<file path="config.mk">
export PLATFORM = sky130hd
export DESIGN_NAME = schedule_fade_pwm_engine_unit
export DESIGN_NICKNAME = d
export VERILOG_FILES = /design/src/rtl/sfpe_pkg.sv /design/src/rtl/schedule_fade_pwm_engine_unit.sv /design/src/rtl/sfpe_divider.sv
export SDC_FILE = /design/constraint.sdc
export NUM_CORES = 2
export LEC_CHECK = 0
export BUFFER_PORTS_ARGS = -buffer_cell sky130_fd_sc_hd__buf_2
export CAP_MARGIN = 40
export CELL_PAD_IN_SITES_DETAIL_PLACEMENT = 2
export CELL_PAD_IN_SITES_GLOBAL_PLACEMENT = 2
export CORE_AREA = 2 2 439 354
export DETAILED_ROUTE_END_ITERATION = 8
export DIE_AREA = 0 0 441 356
export PLACE_DENSITY = 0.79
export SETUP_SLACK_MARGIN = 0.02
export SYNTH_ARGS = -nofsm -noshare
export SYNTH_HDL_FRONTEND = slang
export SYNTH_HIERARCHICAL = 1
export SYNTH_SLANG_ARGS = --single-unit
</file>
<file path="constraint.sdc">
create_clock -name clk -period 9.08 [get_ports clk]
set_clock_uncertainty 0.05 [all_clocks]
set_input_delay 0.908 -clock clk [delete_from_list [all_inputs] [get_ports clk]]
set_output_delay 0.908 -clock clk [all_outputs]
set_load 0.02 [all_outputs]
</file>
<file path="src/rtl/sfpe_pkg.sv">
`timescale 1ns / 1ps
`default_nettype none
package sfpe_pkg;

  localparam int LEVEL_W = 7;
  localparam int TIME_W = 11;
  localparam logic [11:0] DAY_MINUTES = 12'd1440;
  localparam logic [10:0] LAST_MINUTE = 11'd1439;

  typedef enum logic [2:0] {
    CMD_CLEAR  = 3'd0,
    CMD_APPEND = 3'd1,
    CMD_LEVEL  = 3'd2,
    CMD_LIMITS = 3'd3,
    CMD_EVAL   = 3'd4
  } cmd_t;

  localparam logic [1:0] ST_OK = 2'd0;
  localparam logic [1:0] ST_EMPTY = 2'd1;
  localparam logic [1:0] ST_FULL = 2'd2;
  localparam logic [1:0] ST_NO_SLOT = 2'd3;

  typedef struct packed {
    logic [2:0]  cmd;
    logic [3:0]  slot;
    logic [4:0]  at_hour;
    logic [5:0]  at_minute;
    logic        fade_on;
    logic [1:0]  channel;
    logic [6:0]  level;
    logic [11:0] limit_low;
    logic [11:0] limit_high;
    logic [10:0] now_minute;
  } in_beat_t;

  typedef struct packed {
    logic [1:0]  out_channel;
    logic [11:0] pwm;
    logic [1:0]  status;
    logic        last;
  } out_beat_t;

  // Division by 100 through a reciprocal; exact for inputs below 2**20.
  function automatic logic [19:0] div100(input logic [19:0] x);
    logic [39:0] prod;
    prod = 40'(x) * 40'd671089;
    return 20'(prod >> 26);
  endfunction

endpackage
`default_nettype wire

</file>
<file path="src/rtl/schedule_fade_pwm_engine_unit.sv">
`timescale 1ns / 1ps
`default_nettype none
// Daily schedule engine that turns stored schedule points into PWM values.
// Input beats are commands: clear, append point, set level, set channel
// limits and evaluate. A beat is taken when start is high and busy is low.
// Results leave on out_data, each valid for one cycle while out_valid is
// high; the receiver cannot stall the block, so no back pressure exists.
// Clear, append and set limits answer in the cycle right after the beat and
// leave busy low. Set level reads and rewrites a level row, holding busy
// while it writes the row in state S_LVLWR, where its answer beat is
// registered; a slot beyond the table answers at once with a no-slot status.
// Evaluate scans the point memory one entry per cycle, reads the two level
// rows, runs a serial division for the fade percentage, then passes each
// reported channel through states S_CHA to S_CHD, S_CHD registering its
// result beat; busy is low again when the last beat appears.
// The scan through the point memory and the serial divider set how long an evaluate lasts.
// An evaluate on an empty table answers at once with a single beat.
// Reset empties the table and clears the channel limits; no clearing pass
// is needed because a point's levels are zeroed when it is appended.
module schedule_fade_pwm_engine_unit #(
  parameter int MAX_POINTS = 16,
  parameter int CHANNELS = 4,
  parameter int PWM_BITS = 12
) (
  input  wire logic                clk,
  input  wire logic                rst_n,
  input  wire logic                start,
  output logic                     busy,
  input  wire sfpe_pkg::in_beat_t  in_data,
  output logic                     out_valid,
  output sfpe_pkg::out_beat_t      out_data
);
  import sfpe_pkg::*;

  localparam int AW = (MAX_POINTS > 1) ? $clog2(MAX_POINTS) : 1;
  localparam int PCW = $clog2(MAX_POINTS + 1);
  localparam int CW = (CHANNELS > 1) ? $clog2(CHANNELS) : 1;
  localparam int ROW_W = CHANNELS * LEVEL_W;
  localparam int REPORT = (CHANNELS < 4) ? CHANNELS : 4;
  localparam logic [16:0] PWM_MASK = (17'd1 << PWM_BITS) - 17'd1;

  typedef enum logic [9:0] {
    S_IDLE  = 10'b0000000001,
    S_LVLWR = 10'b0000000010,
    S_SCAN  = 10'b0000000100,
    S_RDP   = 10'b0000001000,
    S_RDN   = 10'b0000010000,
    S_DIV   = 10'b0000100000,
    S_CHA   = 10'b0001000000,
    S_CHB   = 10'b0010000000,
    S_CHC   = 10'b0100000000,
    S_CHD   = 10'b1000000000
  } state_t;

  logic [TIME_W:0]  pt_mem [MAX_POINTS];
  logic [ROW_W-1:0] lvl_mem [MAX_POINTS];
  logic [TIME_W:0]  pt_rdata_r;
  logic [ROW_W-1:0] lvl_rdata_r;
  logic [11:0]      lim_lo_r [CHANNELS];
  logic [11:0]      lim_hi_r [CHANNELS];

  state_t           state_r, state_nxt;
  logic [PCW-1:0]   count_r, count_nxt;
  logic [PCW-1:0]   scan_idx_r, scan_idx_nxt;
  logic [AW-1:0]    scan_pos_r;
  logic             scan_vld_r, scan_vld_nxt;
  logic [10:0]      now_r;
  logic signed [11:0] bp_r;
  logic [11:0]      bn_r;
  logic [AW-1:0]    ip_r, inx_r;
  logic             fade_n_r;
  logic [AW-1:0]    slot_r;
  logic [1:0]       ch_in_r;
  logic [6:0]       level_r;
  logic [ROW_W-1:0] lp_row_r, ln_row_r;
  logic [6:0]       pct_r;
  logic [1:0]       ch_r, ch_nxt;
  logic [6:0]       lp_c_r, ln_c_r;
  logic             go_fade_r, neg_r;
  logic [13:0]      d_r;
  logic [6:0]       lvl_r;
  logic [18:0]      v_r;
  logic             out_valid_r, out_valid_nxt;
  out_beat_t        out_r, out_nxt;

  logic             accept;
  logic             pt_we, lvl_we, pt_re, lvl_re, lim_we;
  logic [AW-1:0]    pt_waddr, pt_raddr, lvl_waddr, lvl_raddr;
  logic [TIME_W:0]  pt_wdata;
  logic [ROW_W-1:0] lvl_wdata, row_mod;
  logic [4:0]       hour_sat;
  logic [5:0]       min_sat;
  logic [10:0]      now_sat;
  logic [10:0]      scan_t;
  logic signed [11:0] tp;
  logic [11:0]      tn;
  logic             take_p, take_n;
  logic signed [12:0] total, elapsed;
  logic             div_go, div_done;
  logic [17:0]      div_num, div_q;
  logic [6:0]       lp_c, ln_c, q_lvl;
  logic [7:0]       mag;
  logic [CW-1:0]    in_ch_idx, ch_idx;
  logic             in_ch_ok;
  int               v_full;
  logic [19:0]      pwm_full;

  assign accept = start && !busy;
  assign busy = (state_r != S_IDLE);
  assign hour_sat = (in_data.at_hour > 5'd23) ? 5'd23 : in_data.at_hour;
  assign min_sat = (in_data.at_minute > 6'd59) ? 6'd59 : in_data.at_minute;
  assign now_sat = (in_data.now_minute > LAST_MINUTE) ? LAST_MINUTE : in_data.now_minute;
  assign in_ch_idx = CW'(in_data.channel);
  assign in_ch_ok = 32'(in_data.channel) < CHANNELS;
  assign ch_idx = CW'(ch_r);

  assign pt_we = accept && (in_data.cmd == CMD_APPEND) && (32'(count_r) < MAX_POINTS);
  assign pt_waddr = AW'(count_r);
  assign pt_wdata = {in_data.fade_on, 11'(hour_sat) * 11'd60 + 11'(min_sat)};
  assign pt_re = (state_r == S_SCAN) && (32'(scan_idx_r) < 32'(count_r));
  assign pt_raddr = AW'(scan_idx_r);

  always_comb begin
    row_mod = lvl_rdata_r;
    row_mod[32'(ch_in_r) * LEVEL_W +: LEVEL_W] = (level_r > 7'd100) ? 7'd100 : level_r;
  end

  always_comb begin
    lvl_we = pt_we;
    lvl_waddr = pt_waddr;
    lvl_wdata = '0;
    if (state_r == S_LVLWR) begin
      lvl_we = (32'(ch_in_r) < CHANNELS);
      lvl_waddr = slot_r;
      lvl_wdata = row_mod;
    end
  end

  always_comb begin
    lvl_re = 1'b0;
    lvl_raddr = ip_r;
    if (accept && (in_data.cmd == CMD_LEVEL)) begin
      lvl_re = 1'b1;
      lvl_raddr = AW'(in_data.slot);
    end else if (state_r == S_RDP) begin
      lvl_re = 1'b1;
    end else if (state_r == S_RDN) begin
      lvl_re = 1'b1;
      lvl_raddr = inx_r;
    end
  end

  always_ff @(posedge clk) begin
    if (pt_we) begin
      pt_mem[pt_waddr] <= pt_wdata;
    end
    if (pt_re) begin
      pt_rdata_r <= pt_mem[pt_raddr];
    end
    if (lvl_we) begin
      lvl_mem[lvl_waddr] <= lvl_wdata;
    end
    if (lvl_re) begin
      lvl_rdata_r <= lvl_mem[lvl_raddr];
    end
  end

  assign scan_t = pt_rdata_r[TIME_W-1:0];
  assign tp = (scan_t < now_r) ? $signed({1'b0, scan_t}) :
              $signed({1'b0, scan_t}) - $signed(DAY_MINUTES);
  assign tn = (scan_t >= now_r) ? {1'b0, scan_t} : {1'b0, scan_t} + DAY_MINUTES;
  assign take_p = scan_vld_r && ((scan_pos_r == '0) || (tp > bp_r));
  assign take_n = scan_vld_r && ((scan_pos_r == '0) || (tn < bn_r));

  assign total = $signed({1'b0, bn_r}) - 13'(bp_r);
  assign elapsed = $signed({2'b00, now_r}) - 13'(bp_r);
  assign div_go = (state_r == S_RDN);
  assign div_num = 18'(elapsed[10:0]) * 18'd100;

  sfpe_divider #(
    .NW(18),
    .DW(12)
  ) u_div (
    .clk     (clk),
    .rst_n   (rst_n),
    .go      (div_go),
    .dividend(div_num),
    .divisor (total[11:0]),
    .done    (div_done),
    .quotient(div_q)
  );

  assign lp_c = lp_row_r[32'(ch_r) * LEVEL_W +: LEVEL_W];
  assign ln_c = ln_row_r[32'(ch_r) * LEVEL_W +: LEVEL_W];
  assign mag = (ln_c < lp_c) ? 8'(lp_c) - 8'(ln_c) : 8'(ln_c) - 8'(lp_c);
  assign q_lvl = 7'(div100(20'(d_r)));
  assign v_full = int'(lim_lo_r[ch_idx]) * 100 +
                  (int'(lim_hi_r[ch_idx]) - int'(lim_lo_r[ch_idx])) * int'(lvl_r);
  assign pwm_full = div100(20'(v_r)) & 20'(PWM_MASK);
  assign lim_we = accept && (in_data.cmd == CMD_LIMITS) && in_ch_ok;

  always_comb begin
    state_nxt = state_r;
    count_nxt = count_r;
    scan_idx_nxt = scan_idx_r;
    scan_vld_nxt = 1'b0;
    ch_nxt = ch_r;
    out_valid_nxt = 1'b0;
    out_nxt = '0;
    out_nxt.last = 1'b1;
    case (state_r)
      S_IDLE: begin
        if (accept) begin
          case (in_data.cmd)
            CMD_CLEAR: begin
              count_nxt = '0;
              out_valid_nxt = 1'b1;
            end
            CMD_APPEND: begin
              out_valid_nxt = 1'b1;
              if (pt_we) begin
                count_nxt = count_r + 1'b1;
              end else begin
                out_nxt.status = ST_FULL;
              end
            end
            CMD_LEVEL: begin
              if ((32'(in_data.slot) < 32'(count_r)) && (32'(in_data.slot) < MAX_POINTS)) begin
                state_nxt = S_LVLWR;
              end else begin
                out_valid_nxt = 1'b1;
                out_nxt.status = ST_NO_SLOT;
              end
            end
            CMD_LIMITS: begin
              out_valid_nxt = 1'b1;
            end
            CMD_EVAL: begin
              if (count_r == '0) begin
                out_valid_nxt = 1'b1;
                out_nxt.status = ST_EMPTY;
              end else begin
                state_nxt = S_SCAN;
                scan_idx_nxt = '0;
              end
            end
            default: begin
            end
          endcase
        end
      end
      S_LVLWR: begin
        out_valid_nxt = 1'b1;
        state_nxt = S_IDLE;
      end
      S_SCAN: begin
        if (pt_re) begin
          scan_idx_nxt = scan_idx_r + 1'b1;
          scan_vld_nxt = 1'b1;
        end else if (!scan_vld_r) begin
          state_nxt = S_RDP;
        end
      end
      S_RDP: begin
        state_nxt = S_RDN;
      end
      S_RDN: begin
        state_nxt = S_DIV;
      end
      S_DIV: begin
        if (div_done) begin
          state_nxt = S_CHA;
          ch_nxt = '0;
        end
      end
      S_CHA: begin
        state_nxt = S_CHB;
      end
      S_CHB: begin
        state_nxt = S_CHC;
      end
      S_CHC: begin
        state_nxt = S_CHD;
      end
      S_CHD: begin
        out_valid_nxt = 1'b1;
        out_nxt.out_channel = ch_r;
        out_nxt.pwm = pwm_full[11:0];
        out_nxt.last = (32'(ch_r) == REPORT - 1);
        if (32'(ch_r) == REPORT - 1) begin
          state_nxt = S_IDLE;
        end else begin
          ch_nxt = ch_r + 1'b1;
          state_nxt = S_CHA;
        end
      end
      default: begin
        state_nxt = S_IDLE;
      end
    endcase
  end

  always_ff @(posedge clk) begin
    if (!rst_n) begin
      state_r <= S_IDLE;
      count_r <= '0;
      scan_vld_r <= 1'b0;
      out_valid_r <= 1'b0;
      for (int i = 0; i < CHANNELS; i++) begin
        lim_lo_r[i] <= '0;
        lim_hi_r[i] <= '0;
      end
    end else begin
      state_r <= state_nxt;
      count_r <= count_nxt;
      scan_vld_r <= scan_vld_nxt;
      out_valid_r <= out_valid_nxt;
      if (lim_we) begin
        lim_lo_r[in_ch_idx] <= in_data.limit_low;
        lim_hi_r[in_ch_idx] <= in_data.limit_high;
      end
    end
    out_r <= out_nxt;
    scan_idx_r <= scan_idx_nxt;
    scan_pos_r <= AW'(scan_idx_r);
    ch_r <= ch_nxt;
    if (accept) begin
      now_r <= now_sat;
      slot_r <= AW'(in_data.slot);
      ch_in_r <= in_data.channel;
      level_r <= in_data.level;
    end
    if (take_p) begin
      bp_r <= tp;
      ip_r <= scan_pos_r;
    end
    if (take_n) begin
      bn_r <= tn;
      inx_r <= scan_pos_r;
      fade_n_r <= pt_rdata_r[TIME_W];
    end
    if (state_r == S_RDN) begin
      lp_row_r <= lvl_rdata_r;
    end
    if ((state_r == S_DIV) && div_done) begin
      ln_row_r <= lvl_rdata_r;
      pct_r <= div_q[6:0];
    end
    if (state_r == S_CHA) begin
      lp_c_r <= lp_c;
      ln_c_r <= ln_c;
      go_fade_r <= fade_n_r && (lp_c != ln_c);
      neg_r <= (ln_c < lp_c);
      d_r <= 14'(mag[6:0]) * 14'(pct_r);
    end
    if (state_r == S_CHB) begin
      if (go_fade_r) begin
        lvl_r <= neg_r ? lp_c_r - q_lvl : lp_c_r + q_lvl;
      end else begin
        lvl_r <= ln_c_r;
      end
    end
    if (state_r == S_CHC) begin
      v_r <= (v_full < 0) ? '0 : 19'(v_full);
    end
  end

  assign out_valid = out_valid_r;
  assign out_data = out_r;

  a_out_source: assert property (@(posedge clk) disable iff (!rst_n)
    out_valid |-> ($past(accept) || $past(state_r == S_CHD) || $past(state_r == S_LVLWR)))
    else $error("result beat without a cause");

  a_full_hold: assert property (@(posedge clk) disable iff (!rst_n)
    (accept && (in_data.cmd == CMD_APPEND) && (32'(count_r) >= MAX_POINTS))
    |=> $stable(count_r))
    else $error("append into a full table changed the count");

  a_div_done: assert property (@(posedge clk) disable iff (!rst_n)
    div_done |-> (state_r == S_DIV))
    else $error("divider finished outside the division step");

  a_last_idle: assert property (@(posedge clk) disable iff (!rst_n)
    (out_valid && out_data.last) |-> !busy)
    else $error("final result beat while still busy");

endmodule
`default_nettype wire

</file>
<file path="src/rtl/sfpe_divider.sv">
`timescale 1ns / 1ps
`default_nettype none
module sfpe_divider #(
  parameter int NW = 18,
  parameter int DW = 12
) (
  input  wire logic          clk,
  input  wire logic          rst_n,
  input  wire logic          go,
  input  wire logic [NW-1:0] dividend,
  input  wire logic [DW-1:0] divisor,
  output logic               done,
  output logic [NW-1:0]      quotient
);
  localparam int CW = $clog2(NW + 1);

  logic [DW:0]   rem_r, rem_nxt;
  logic [NW-1:0] quo_r, quo_nxt;
  logic [DW-1:0] dsr_r, dsr_nxt;
  logic [CW-1:0] cnt_r, cnt_nxt;
  logic          run_r, run_nxt;
  logic          done_r, done_nxt;
  logic [DW+1:0] shifted;
  logic [DW+1:0] diff;

  always_comb begin
    rem_nxt = rem_r;
    quo_nxt = quo_r;
    dsr_nxt = dsr_r;
    cnt_nxt = cnt_r;
    run_nxt = run_r;
    done_nxt = 1'b0;
    shifted = {rem_r, quo_r[NW-1]};
    diff = shifted - {2'b00, dsr_r};
    if (go) begin
      rem_nxt = '0;
      quo_nxt = dividend;
      dsr_nxt = divisor;
      cnt_nxt = CW'(NW);
      run_nxt = 1'b1;
    end else if (run_r) begin
      if (!diff[DW+1]) begin
        rem_nxt = diff[DW:0];
        quo_nxt = {quo_r[NW-2:0], 1'b1};
      end else begin
        rem_nxt = shifted[DW:0];
        quo_nxt = {quo_r[NW-2:0], 1'b0};
      end
      cnt_nxt = cnt_r - 1'b1;
      if (cnt_r == CW'(1)) begin
        run_nxt = 1'b0;
        done_nxt = 1'b1;
      end
    end
  end

  always_ff @(posedge clk) begin
    if (!rst_n) begin
      run_r <= 1'b0;
      done_r <= 1'b0;
      cnt_r <= '0;
    end else begin
      run_r <= run_nxt;
      done_r <= done_nxt;
      cnt_r <= cnt_nxt;
    end
    rem_r <= rem_nxt;
    quo_r <= quo_nxt;
    dsr_r <= dsr_nxt;
  end

  assign done = done_r;
  assign quotient = quo_r;

endmodule
`default_nettype wire
</file>
# [After elaboration in Yosys (flattened, before gate mapping)]
# Memories as Yosys holds them, arrays and structs flattened. A register that Yosys moved wholly into a read port is not among the register bits.
# Index checks and enable logic that the tools add are counted.
# Widths: inputs -> output; s select.
[word_totals] reg_bits=271 ramBits=736 input_bits=66 output_inout_bits=19 word_cells=222 n_memories=4
[op_classes] addsub=17 mul=9 order_cmp=13 eq_ne=30 shift=4 n_mux=73 bitwise_logic=2 reduce_logical=32
[mem_list] memory="lvl_mem" words=16 word_bits=28 read_ports=1 rd_clocked_by_memory_dff=1 write_ports=1 line="schedule_fade_pwm_engine_unit.sv:56" source="logic [ROW_W-1:0] lvl_mem [MAX_POINTS];"
[mem_list] memory="pt_mem" words=16 word_bits=12 read_ports=1 rd_clocked_by_memory_dff=1 write_ports=1 line="schedule_fade_pwm_engine_unit.sv:55" source="logic [TIME_W:0] pt_mem [MAX_POINTS];"
[mem_list] memory="lim_hi_r" words=4 word_bits=12 read_ports=1 rd_clocked_by_memory_dff=1 write_ports=4 line="schedule_fade_pwm_engine_unit.sv:60" source="logic [11:0] lim_hi_r [CHANNELS];"
[mem_list] memory="lim_lo_r" words=4 word_bits=12 read_ports=1 rd_clocked_by_memory_dff=1 write_ports=4 line="schedule_fade_pwm_engine_unit.sv:59" source="logic [11:0] lim_lo_r [CHANNELS];"
[op_table] op="$pmux 10 s9" count=1
[op_table] op="$mux 10" count=6
[op_table] op="$shiftx 28x6->7" count=2
[op_table] op="$mux 12" count=4
[op_table] op="$mux 5" count=8
[op_table] op="$mul 19x20->38 const B" count=1
[op_table] op="$mux 18" count=2
[op_table] op="$mux 7" count=5
[op_table] op="$neg 5->34" count=1
[op_table] op="$shift 7x34->28 const A" count=1
[op_table] op="$shiftx 7x34->28" count=1
[op_table] op="$mul 14x20->33 const B" count=1
[op_table] op="$bwmux 28" count=1
[op_table] op="$mux 28" count=1
[op_table] op="$mux 1" count=24
[op_table] op="$reduce_or 12->1" count=2
[op_table] op="$add 20x21->22" count=1
[op_table] op="$lt 22x1->1 const B" count=1
[op_table] op="$mul 13x8->21" count=1
[op_table] op="$sub 7x7->7" count=3
[op_table] op="$pmux 10 s2" count=1
[op_table] op="$pmux 5 s2" count=2
[op_table] op="$mul 12x5->17 const B" count=1
[op_table] op="$mul 11x5->16 const B" count=1
[op_table] op="70 further kinds" count=108

# [Logic depth before layout (Yosys ltp)]
[logic_depth] depth_word=9 ltp_mapped=34 mapped_depth_nobuf=32

# [Modules after synthesis]
# Netlist, hierarchy kept.
[modules_own_cells] mod="schedule_fade_pwm_engine_unit" instances=1 cells_each=4672 area_per_inst_um2=60883.4 seq_area_each_um2=29598.4
[modules_own_cells] mod="sfpe_divider" instances=1 cells_each=245 area_per_inst_um2=2755.1 seq_area_each_um2=1301.2

# [Least setup slack after synthesis]
# OpenSTA, ideal clock, no wires.
[synth_path] path_type="reg2reg" startpoint="register with a tool-made name" endpoint="register v_r[11], data pin" setup_ps=257 t_arrival_ps=8471 t_required_ps=8773 path_slack_ps=303 path_stages_with_launch=34 path_buffers=4 period_less_slack_ps=8777 cell_sequence="dfxtp_1 > clkbuf_1 > buf_1 > mux4_2 > inv_1 > ha_1 > inv_1 > fa_1 > a21o_1 > a21oi_1 > o21ai_0 > a21oi_1 > o21ai_0 > a21oi_1 > o21bai_1 > a2111oi_0 > or3_1 > clkbuf_1 > and2_1 > fa_1 > fa_1 > inv_1 > fa_1 > inv_1 > fa_1 > ha_1 > nand4_1 > o221ai_1 > a31oi_1 > o41a_1 > o21bai_1 > xnor2_1 > buf_2 > nor2_1"
[synth_rtl] element="end signal: assignment" line="schedule_fade_pwm_engine_unit.sv:364" source="v_r <= (v_full < 0) ? '0 : 19'(v_full);"
[synth_rtl] element="end: declaration" line="schedule_fade_pwm_engine_unit.sv:82" source="logic [18:0] v_r;"

==> impl_metrics.json <==
{
  "clk_pin_slew_ps": 70,
  "avgSynthCellArea_um2": 12.9,
  "ys_seq_area_share_pct": 48.6,
  "synth_adder_area_share_pct": 22.4,
  "power.density_nw_per_um2": 205,
  "p_seq_share_pct": 38.8,
  "die_height_um": 356,
  "hold_violations": 0,
  "final_cell_mix": "989 x edfxtp_1, 699 x inv_1, 573 x ha_1",
  "yosys.area_share.simple_pct": 7.83,
  "reg2reg_slack_ps": 410,
  "worst_slew_pin_slew_ps": 1030,
  "crit_path_top_delay_cell": "fa_1",
  "hold_buffers": 0,
  "synthMuxAreaShare_pct": 6.30,
  "post-route-period-util_pct": 95.4,
  "min_to": "now_r[10]$_SDFFCE_PN1P_",
  "critPathTopFamily": "adder cells",
  "slowest_delay_ps": 530,
  "outcome": "finished, final reports clean",
  "synthXorXnorAreaFrac_pct": 2.05,
  "via_per_inst": 5.55,
  "cts_setup_buffers": 0,
  "routed_wl_um": 193000,
  "crit_path_start_kind": "flip-flop",
  "max_freq_mhz": 115,
  "grt_pass1_wl_um": 292000,
  "drt-pass1-iter-count": 5,
  "synth_compound_area_share_pct": 7.39,
  "synth_top_family_by_area": "adder cells",
  "synthesis.area_um2": 63600,
  "grt_util_all_layers_pct": 24.6,
  "slew_headroom_pct": 31.6,
  "die_area_um2": 157000,
  "clk_latency_ps": 770,
  "placed_area_um2": 66900,
  "cp_data_required_time_ps": 9470,
  "num_io_pins": 85,
  "r2r-end": "v_r[0]$_SDFFCE_PP0P_",
  "switching_power_mw": 4.64,
  "critPathArrivalTime_ps": 9050,
  "h-tree-depth": 3,
  "tns_ps": 0,
  "layout.cells.non_filler": 7204,
  "overflow": 0,
  "end_kind": "flip-flop",
  "antenna_found_initial": 12,
  "cts_root_buffer": "clkbuf_16",
  "cp_max_fo": 19,
  "synth.distinct_cells": 93,
  "final_nets": 6066,
  "ir_worst_vdd_v": 0.000270,
  "p_total_mw": 14.6,
  "max_cap_violations": 0,
  "critPathBufInv": 6,
  "grt_pass1_vias": 45800,
  "hold_class": "input port to flip-flop",
  "nFillCells": 14700,
  "multi_input_area_um2": 29500,
  "period_minus_slack_ps": 8670,
  "slew_viol_final": 0,
  "final_area_um2": 71000,
  "cts_buffers": 109,
  "gp_congestion": 0.814,
  "ys_seq_elements": 1049,
  "initial_utilization_pct": 41.5,
  "cts_max_path_buffers": 3,
  "clockPowerShare_pct": 33.5,
  "intPower_mw": 9.92,
  "postSynthCellCount": 4917,
  "drive_gt1_share_pct": 11.3,
  "critical_path_class": "flip-flop to flip-flop",
  "hp-start": "in_data[10]",
  "place_inst": 6965,
  "synth_edf_count": 989,
  "cts_tree": "built",
  "power.leakage_nw": 29.6,
  "vias": 40000,
  "numPortBuffers": 84,
  "ys.flop_type": "edfxtp_1",
  "die_w_um": 441,
  "grt_max_degree": 174,
  "ff_latch_area_um2": 30900,
  "rows": 129,
  "async_flop_share_pct": 0,
  "comb_power_share_pct": 27.7,
  "rsz0062_at_grt": "no",
  "final_common_cell": "edfxtp_1",
  "hpwlAfterDp_um": 134000,
  "coreArea_um2": 153000,
  "clock_sinks": 1049,
  "drc": 0,
  "wl_per_cell_um": 26.7,
  "area_delta_synth_final_pct": 11.6,
  "setup_viol": 0,
  "ant_nets": 0,
  "drtIter0Drc": 2458,
  "netSwitchingFraction_pct": 31.8,
  "r2r_cells": 31,
  "synth_warnings": 6,
  "hold_depth": 1
}
worst reg2reg max path, delay by kind of cell (launching register included):
family / cells / cell delay (ps)
compound gates: 12 / 2890
fa+ha+maj: 7 / 3100
buf+inv: 6 / 600
simple gates: 4 / 620
flops: 1 / 460
xor+xnor: 1 / 150
mux: 1 / 520
area by class of cell:
| cell class | count | area share, % |
|---|---|---|
| Sequential cell | 1049 | 43.5 |
| Inverter | 703 | 3.72 |
| Multi-Input combinational cell | 3002 | 41.5 |
| Clock buffer | 136 | 4.10 |
| Antenna cell | 4 | 0.0141 |
| Timing Repair Buffer | 209 | 2.26 |
| Tap cell | 2030 | 3.58 |
| Clock inverter | 71 | 1.28 |
stage by stage:
stage	utilization, %	worst slack (ps)	hold slack (ps)
finish	46.4	413	300
global route	46.4	2.44	267
CTS	46.2	140	240
detailed placement	43.7	100	396
global placement	43.4	718	387
floorplan	-	303	322
worst max path at each step:
stage,start,end,depth (start not counted)
2_1_floorplan,flip-flop,v_r[11]$_SDFFCE_PP0P_,33
3_3_place_gp,flip-flop,v_r[10]$_SDFFCE_PP0P_,30
3_5_place_dp,flip-flop,v_r[13]$_SDFFCE_PP0P_,30
4_1_cts,flip-flop,v_r[13]$_SDFFCE_PP0P_,30
5_1_grt,flip-flop,v_r[0]$_SDFFCE_PP0P_,31
6_report,flip-flop,v_r[0]$_SDFFCE_PP0P_,31
cells in the mapped netlist, drive strengths merged (9+ instances only):
cell / count / area, µm²
a211oi: 225 / 1700
a31oi: 18 / 113
xnor2: 106 / 928
nand3b: 9 / 80.1
nand2b: 55 / 344
fa: 353 / 7070
dfxtp: 60 / 1200
nand3: 26 / 130
a21oi: 250 / 1250
mux4: 98 / 2210
o21ai: 73 / 369
buf: 60 / 445
nand2: 154 / 588
a21o: 54 / 405
xor2: 43 / 377
o21a: 20 / 150
a21boi: 13 / 97.6
inv: 702 / 2640
nor3b: 15 / 113
nor3: 41 / 215
and2: 168 / 1050
nor4: 10 / 77.6
nor2: 208 / 800
clkbuf: 104 / 420
mux2i: 142 / 1430
mux2: 32 / 368
o21bai: 19 / 143
ha: 573 / 7170
nor2b: 175 / 1100
nand4: 18 / 113
and3: 15 / 93.8
edfxtp: 989 / 29700
kinds of logic (layout without fill, tap and decap cells):
family / Yosys count / in the layout
mux: 272 / 272
simple gates: 929 / 929
fa+ha+maj: 926 / 926
xor+xnor: 149 / 149
compound gates: 724 / 724
buf+inv: 867 / 1119
other cells: 1 / 6
flops: 1049 / 1049
power by group through the flow:
| stage | Combinational [mW] | Clock, mW | Sequential, mW |
|---|---|---|---|
| floorplan | 2.84 | 0 | 5.71 |
| finish | 4.03 | 4.88 | 5.65 |
| global route | 4.56 | 5.10 | 5.65 |
| CTS | 4.09 | 4.95 | 5.64 |
| detailed placement | 4.01 | 0 | 5.74 |
| global placement | 3.64 | 0 | 5.74 |
state kept, by name, indices dropped and copies added, names as in the netlist, 10 cells and up, named ones only:
signal	count
ln_row_r	28
d_r	14
u_div/quotient	18
lvl_rdata_r	28
lim_lo_r	48
lvl_mem	448
v_r	19
state_r	10
lim_hi_r	48
u_div/rem_r	13
now_r	11
u_div/dsr_r	12
bp_r	12
pt_rdata_r	12
lp_row_r	28
bn_r	12
pt_mem	192
out_data	17
routing by layer:
layer  vias to the layer above  share of wire (%)  wire length [µm]  track usage (%)
met1                     21100                 41             79900             30.8
met2                       890                 52            100000             44.6
met4                         2                2.9              5560             7.06
met5                         -             0.0067                13                0
met3                       310                3.6              6950             2.80
li1                      17700                  -                 -                -
what timing repair did:
| item | CTS | global route |
|---|---|---|
| gates cloned | 0 | 0 |
| resized for setup | 1 | 8 |
| setup endpoints to repair | 2 | 19 |
No activity file was read; power rests on OpenSTA's default activity.
